<file path="config.mk">
export PLATFORM = sky130hd
export DESIGN_NAME = pse_front
export DESIGN_NICKNAME = d
export VERILOG_FILES = /design/src/pse_pkg.sv /design/src/pse_front.sv
export SDC_FILE = /design/constraint.sdc
export NUM_CORES = 1
export LEC_CHECK = 0
export BUFFER_PORTS_ARGS = -buffer_cell sky130_fd_sc_hd__buf_2
export CORE_UTILIZATION = 51
export DETAILED_ROUTE_END_ITERATION = 12
export PLACE_DENSITY_LB_ADDON = 0.12
export SETUP_SLACK_MARGIN = 0.15
export SLEW_MARGIN = 20
export SYNTH_ARGS = -nofsm -noshare
export SYNTH_HDL_FRONTEND = slang
export SYNTH_SLANG_ARGS = --single-unit
export TNS_END_PERCENT = 10
</file>
<file path="constraint.sdc">
create_clock -name clk -period 3.4 [get_ports clk]
set_input_delay 0.17 -clock clk [delete_from_list [all_inputs] [get_ports clk]]
set_output_delay 0.17 -clock clk [all_outputs]
set_load 0.02 [all_outputs]
</file>
<file path="src/pse_pkg.sv">
package pse_pkg;

    // Number format of the stack entries: signed fixed point, Q16.16.
    localparam int VALUE_W   = 32;
    localparam int FRAC_BITS = 16;

    // Default stack size and the width of the reported depth field.
    localparam int STACK_DEPTH_DEF = 64;
    localparam int DEPTH_W         = 7;

    // Entries in the queue between the decoder and the executor.
    localparam int QUEUE_DEPTH = 2;

    // Command codes of an input word.
    localparam logic [1:0] CMD_PUSH   = 2'd0;
    localparam logic [1:0] CMD_APPLY  = 2'd1;
    localparam logic [1:0] CMD_FINISH = 2'd2;
    localparam logic [1:0] CMD_NOP    = 2'd3;

    // Operator character codes.
    localparam logic [7:0] OP_ADD = 8'h2B;
    localparam logic [7:0] OP_SUB = 8'h2D;
    localparam logic [7:0] OP_MUL = 8'h2A;
    localparam logic [7:0] OP_DIV = 8'h2F;

    // Status codes of a result word.
    localparam logic [2:0] ST_OK        = 3'd0;
    localparam logic [2:0] ST_UNDERFLOW = 3'd1;
    localparam logic [2:0] ST_DIV_ZERO  = 3'd2;
    localparam logic [2:0] ST_BAD_OP    = 3'd3;
    localparam logic [2:0] ST_FULL      = 3'd4;
    localparam logic [2:0] ST_EMPTY     = 3'd5;

    // Saturation limits.
    localparam logic [VALUE_W-1:0] VAL_MAX = {1'b0, {(VALUE_W-1){1'b1}}};
    localparam logic [VALUE_W-1:0] VAL_MIN = {1'b1, {(VALUE_W-1){1'b0}}};

    // Input word.
    typedef struct packed {
        logic [1:0]          cmd;
        logic signed [31:0]  push_value;
        logic [7:0]          op_char;
    } item_t;

    // Result word.
    typedef struct packed {
        logic [2:0]          status;
        logic signed [31:0]  top_value;
        logic [6:0]          stack_depth;
    } result_t;

    // Decoded kind of work for the executor.
    typedef enum logic [2:0] {
        K_PUSH,
        K_ADD,
        K_SUB,
        K_MUL,
        K_DIV,
        K_BADOP,
        K_FINISH,
        K_NOP
    } kind_t;

    typedef struct packed {
        kind_t               kind;
        logic [VALUE_W-1:0]  value;
    } work_t;

    // Head of the work queue as seen by the executor.
    typedef struct packed {
        logic   valid;
        work_t  work;
    } head_t;

    // Executor states.
    typedef enum logic [2:0] {
        BK_IDLE,
        BK_LEFT,
        BK_EXEC,
        BK_DIVW,
        BK_FIN
    } state_t;

    // Request to the serial divider.
    typedef struct packed {
        logic [VALUE_W-1:0] rem_init;
        logic [VALUE_W-1:0] num_lo;
        logic [VALUE_W-1:0] divisor;
    } div_req_t;

endpackage

</file>
<file path="src/pse_front.sv">
module pse_front
    import pse_pkg::*;
(
    input  logic  clk,
    input  logic  rst_n,
    input  logic  start,
    input  item_t item,
    output logic  busy,
    input  logic  pop,
    output head_t head
);

    localparam int PTR_W = (QUEUE_DEPTH > 1) ? $clog2(QUEUE_DEPTH) : 1;
    localparam int CNT_W = $clog2(QUEUE_DEPTH + 1);

    work_t            slot_reg [QUEUE_DEPTH];
    logic [PTR_W-1:0] wr_ptr_reg, wr_ptr_next;
    logic [PTR_W-1:0] rd_ptr_reg, rd_ptr_next;
    logic [CNT_W-1:0] count_reg, count_next;
    logic             accept;
    work_t            cls_work;

    // Decode the command and operator into one kind of work.
    always_comb
    begin
        cls_work.value = item.push_value;
        unique case (item.cmd)
            CMD_PUSH:   cls_work.kind = K_PUSH;
            CMD_APPLY:
            begin
                unique case (item.op_char)
                    OP_ADD:  cls_work.kind = K_ADD;
                    OP_SUB:  cls_work.kind = K_SUB;
                    OP_MUL:  cls_work.kind = K_MUL;
                    OP_DIV:  cls_work.kind = K_DIV;
                    default: cls_work.kind = K_BADOP;
                endcase
            end
            CMD_FINISH: cls_work.kind = K_FINISH;
            CMD_NOP:    cls_work.kind = K_NOP;
        endcase
    end

    assign busy   = (count_reg == CNT_W'(QUEUE_DEPTH));
    assign accept = start && !busy;

    // Queue pointers and fill count.
    always_comb
    begin
        wr_ptr_next = wr_ptr_reg;
        rd_ptr_next = rd_ptr_reg;
        count_next  = count_reg;
        if (accept)
        begin
            wr_ptr_next = (wr_ptr_reg == PTR_W'(QUEUE_DEPTH - 1)) ? '0
                                                                  : wr_ptr_reg + PTR_W'(1);
        end
        if (pop)
        begin
            rd_ptr_next = (rd_ptr_reg == PTR_W'(QUEUE_DEPTH - 1)) ? '0
                                                                  : rd_ptr_reg + PTR_W'(1);
        end
        if (accept && !pop)
        begin
            count_next = count_reg + CNT_W'(1);
        end
        else if (pop && !accept)
        begin
            count_next = count_reg - CNT_W'(1);
        end
    end

    always_ff @(posedge clk or negedge rst_n)
    begin
        if (!rst_n)
        begin
            wr_ptr_reg <= '0;
            rd_ptr_reg <= '0;
            count_reg  <= '0;
        end
        else
        begin
            wr_ptr_reg <= wr_ptr_next;
            rd_ptr_reg <= rd_ptr_next;
            count_reg  <= count_next;
        end
    end

    // Queue storage.
    always_ff @(posedge clk)
    begin
        if (accept)
        begin
            slot_reg[wr_ptr_reg] <= cls_work;
        end
    end

    assign head.valid = (count_reg != '0);
    assign head.work  = slot_reg[rd_ptr_reg];

endmodule

</file>
Yosys cells after proc, flatten, opt, wreduce, memory -nomap -nowiden
Memory sizes are Yosys's and may differ from the RTL's. Cells that the tools add are included.

RAM bits: 70. Bits in registers: 4. Word-level logic and storage cells: 33. Memories: 1.

Memory list: slot_reg (depth 2, bits a word 35, read ports 1, clocked after memory_dff 0, wr ports 1, line pse_front.sv:16) `work_t slot_reg [QUEUE_DEPTH];`.

Add/subtract/negate cells: 4. Reductions and logical operators: 9. Equality and inequality tests: 8. Mux-type cells: 8.

Operator list (count): 8-bit by 6-bit == test with 1-bit output, second input constant (4); 3-bit one-hot mux with 4 select lines (2); 2-bit == test, second input constant (3); 1-bit 2-to-1 mux (4); 2-bit 2-to-1 mux (2); 2-bit nonzero test (2); 1-bit logical AND (3); 1-bit zero test (3); 1-bit adder, second input constant (2); 2-bit by 1-bit adder with 2-bit output, second input constant (1); 2-bit by 1-bit == test with 1-bit output, second input constant (1); 2-bit zero test (1); 2-bit by 1-bit subtractor with 2-bit output, second input constant (1).

Logic depth before layout (Yosys ltp)
Word-level depth: 7. Depth in mapped cells: 7. Gate-level depth less buffers: 7.

Worst setup path before layout
No wires, ideal clock.

Path kind: register to register. Start point: reg count_reg[0]. End point: mem slot_reg[0][0] (netlist bit) (enable). Stages on the path, launching flop included: 4. Buffers on the path: 0. Arrival: 2.101 ns. Required time: 2.973 ns. Path slack: 0.872 ns. Setup time: 0.427 ns. Path through: dfrtp_1 > nand2b_1 > nand2_1 > nor2_1.

Longest elaborated chain between the ends: 5.

RTL lines: start: declaration (line pse_front.sv:19) `logic [CNT_W-1:0] count_reg, count_next;`; start signal: assignment (line pse_front.sv:85) `count_reg <= count_next;`; 2-bit == test (line pse_front.sv:44) `assign busy = (count_reg == CNT_W'(QUEUE_DEPTH));`; 1-bit zero test (line pse_front.sv:45) `assign accept = start && !busy;`; 1-bit logical AND (line pse_front.sv:45); 1-bit 2-to-1 mux (line pse_front.sv:92) `if (accept)`; 1-bit 2-to-1 mux (not written as such) (line pse_front.sv:94) `slot_reg[wr_ptr_reg] <= cls_work;`; end: declaration (line pse_front.sv:16).

No other way between the ends.

==> flow_summary.yaml <==
outcome:
  status: "finished clean"
synth:
  yosysWarnings: 0
  synth-edff-count: 70
  synth_fp_nets: 187
  synth-seq-cells: 74
  yosysSeqAreaShare_pct: 74.8
  netlist_instances: 140
  avgSynthCellArea_um2: 21.0
  synth-async-reset-ratio_pct: 5.41
  yosysTopAreaCellShare_pct: 71.4
  synth_top_area_cell: "edfxtp_1"
  yosysUniqueCellTypes: 22
  synth_area_leaders: "edfxtp_1 71%, mux2_4 15%, dfrtp_1 3.4%, mux2_2 2.3%, buf_12 2.0%"
  synth_common_cells: "70 x edfxtp_1, 29 x mux2_4, 6 x mux2_2, 4 x dfrtp_1, 4 x inv_1"
  yosysMostFrequentCell: "edfxtp_1"
  synth.cell_area_mm2: 0.00295
  synth-main-ff-cell: "edfxtp_1"
clock_network:
  clkTransAtPathRegs_ns: 0.07
  clock-sinks: 74
  cts_max_path_buffers: 2
  ctsHtreeMaxLevel: 3
  cts_made_buffers: 9
  cts_tree: "done"
  clkLatencyLatePin_ns: 0.32
  cts_root_buffer: "clkbuf_8"
floorplan:
  ioPinCount: 83
  chipWidth_um: 78.0
  die_y_um: 78.0
  core_mm2: 0.00554
  rows: 27
  dieArea_mm2: 0.00608
  start_util_pct: 53.2
global_route:
  grt.total_usage_pct: 16.5
  grt_pass1_wl_mm: 7.22
  grt_max_degree: 37
  antenna_found_initial: 0
  grt_overflow: 0
  grt_pass1_vias: 1564
critical_path:
  worstPathMaxFanout: 36
  critPathKind: "register to output pin"
  crit_required_ns: 3.23
  critPathLaunchType: "register"
  crit_arrival_ns: 2.02
  endpoint_kind: "output pin"
  r2r_slack_ns: 1.51
final_layout:
  syn_to_final_growth_pct: 23.1
  nets: 277
  final_core_util_pct: 65.4
  fill_cells: 396
  multi_input_area_um2: 666
  n_antenna_cell: 0
  largest_reg_flops: 70
  stdcell_count: 306
  layout-drive-gt1-share_pct: 57.7
  regArea_mm2: 0.00220
drt:
  wl_mm: 4.65
  drt_iter0_drc: 48
  antenna_left: 0
  post-route-drc-count: 0
  vias: 1516
  vias_per_cell: 4.95
  wl_per_cell_um: 15.2
  first_pass_iters: 4
timing:
  max-slew-margin-rel_pct: 26.6
  setup_viol: 0
  holdWs_ns: 0.0274
  period_share_pct: 64.5
  finalHoldViolCount: 0
  slew_violations: 0
  fmax_ghz: 0.456
  rsz0062_at_grt: "no"
  finalClockSkew_ns: 0.00775
  worst-slew-pin-transition_ns: 1.10
  period_minus_slack_ns: 2.19
  finalSetupTns_ns: 0
min_path:
  hold_path.class: "primary input to register"
pwr:
  powerDensity_mw_per_mm2: 890
  total_power_mw: 3.23
  leakagePower_nw: 1.48
  ir_drop_v: 0.000412
place:
  dpl.hpwl_mm: 3.05
  dp_cells: 290
  gp_congestion: 0.714
  portBuffers: 82
job:
  cap_violations: 0
## placed cells by master, fill, tap and decap left out, drive strengths merged
master and count:
clkbuf 9, or2 1, dfrtp 4, o21ai 2, a31oi 1, ha 1, mux2 35, nand2 3
nand2b 2, dlygate4sd3 1, nor4 1, xnor2 2, inv 4, a31o 1, bufinv 3, buf 82
nor2 3, a21oi 1, xor2 3, edfxtp 70, and3 1, nand3b 1, clkinv 3
## power breakdown
part	total [mW]	internal, mW	switching, mW	leakage (nW)
Sequential	1.43	1.25	0.177	0.694
Clock	0.777	0.480	0.297	0.114
Combinational	1.02	0.495	0.525	0.676
Total	3.23	2.23	0.999	1.48
## through the flow
stage	area [um^2]	setup slack [ns]
6_report	3620	1.21
5_1_grt	3620	1.11
4_1_cts	3620	1.18
3_5_place_dp	3380	1.48
3_3_place_gp	3380	1.58
2_1_floorplan	2950	0.872
## path summary, 6_finish.rpt
kind                       cells after the start                     start                        end
max                                            2    rd_ptr_reg$_DFFE_PN0P_                    head[0]
max in group asynchronous                      2                     rst_n     rd_ptr_reg$_DFFE_PN0P_
max reg2reg                                    3  count_reg[0]$_DFFE_PN0P_  slot_reg[0][26]$_DFFE_PP_
min reg2reg                                    1  count_reg[1]$_DFFE_PN0P_   count_reg[1]$_DFFE_PN0P_
min                                            1                   item[9]   slot_reg[0][1]$_DFFE_PP_
min in group asynchronous                      2                     rst_n     rd_ptr_reg$_DFFE_PN0P_
## layout make-up
class | instances | area share, %
Sequential cell | 74 | 60.8
Multi-Input combinational cell | 58 | 18.4
Timing Repair Buffer | 83 | 11.6
Clock buffer | 9 | 3.42
Clock inverter | 6 | 2.93
Tap cell | 72 | 2.49
Inverter | 4 | 0.414
## routing by layer
layer	wire, um	track usage (%)
met2	2470	28.7
met1	1850	18.5
met3	280	4.94
met5	0	0
met4	51	7.78
## critical path: stages, from the launching register on
cell and delay [ns]:
dfrtp_2 1.10, mux2_2 0.43, buf_2 0.16
## kinds of logic (layout without fill, tap and decap cells)
logic type / count (synthesis) / count (layout) / share of synthesized area [%]
AO/OA/AOI/OAI: 5 / 5 / 1.02
XOR/XNOR: 5 / 5 / 1.49
adder cells (fa/ha/maj): 1 / 1 / 0.425
buffers and inverters: 8 / 102 / 2.93
flip-flops: 74 / 74 / 74.8
multiplexers: 35 / 35 / 17.1
AND/OR/NAND/NOR: 12 / 12 / 2.29
## repair_timing
item,in CTS,in global routing
hold buffers,1,0
buffers inserted,0,0
gates resized for setup,0,0
setup endpoints to repair,0,0
endpoints found under the hold margin,4,0
(Power assumes the default switching activity.)
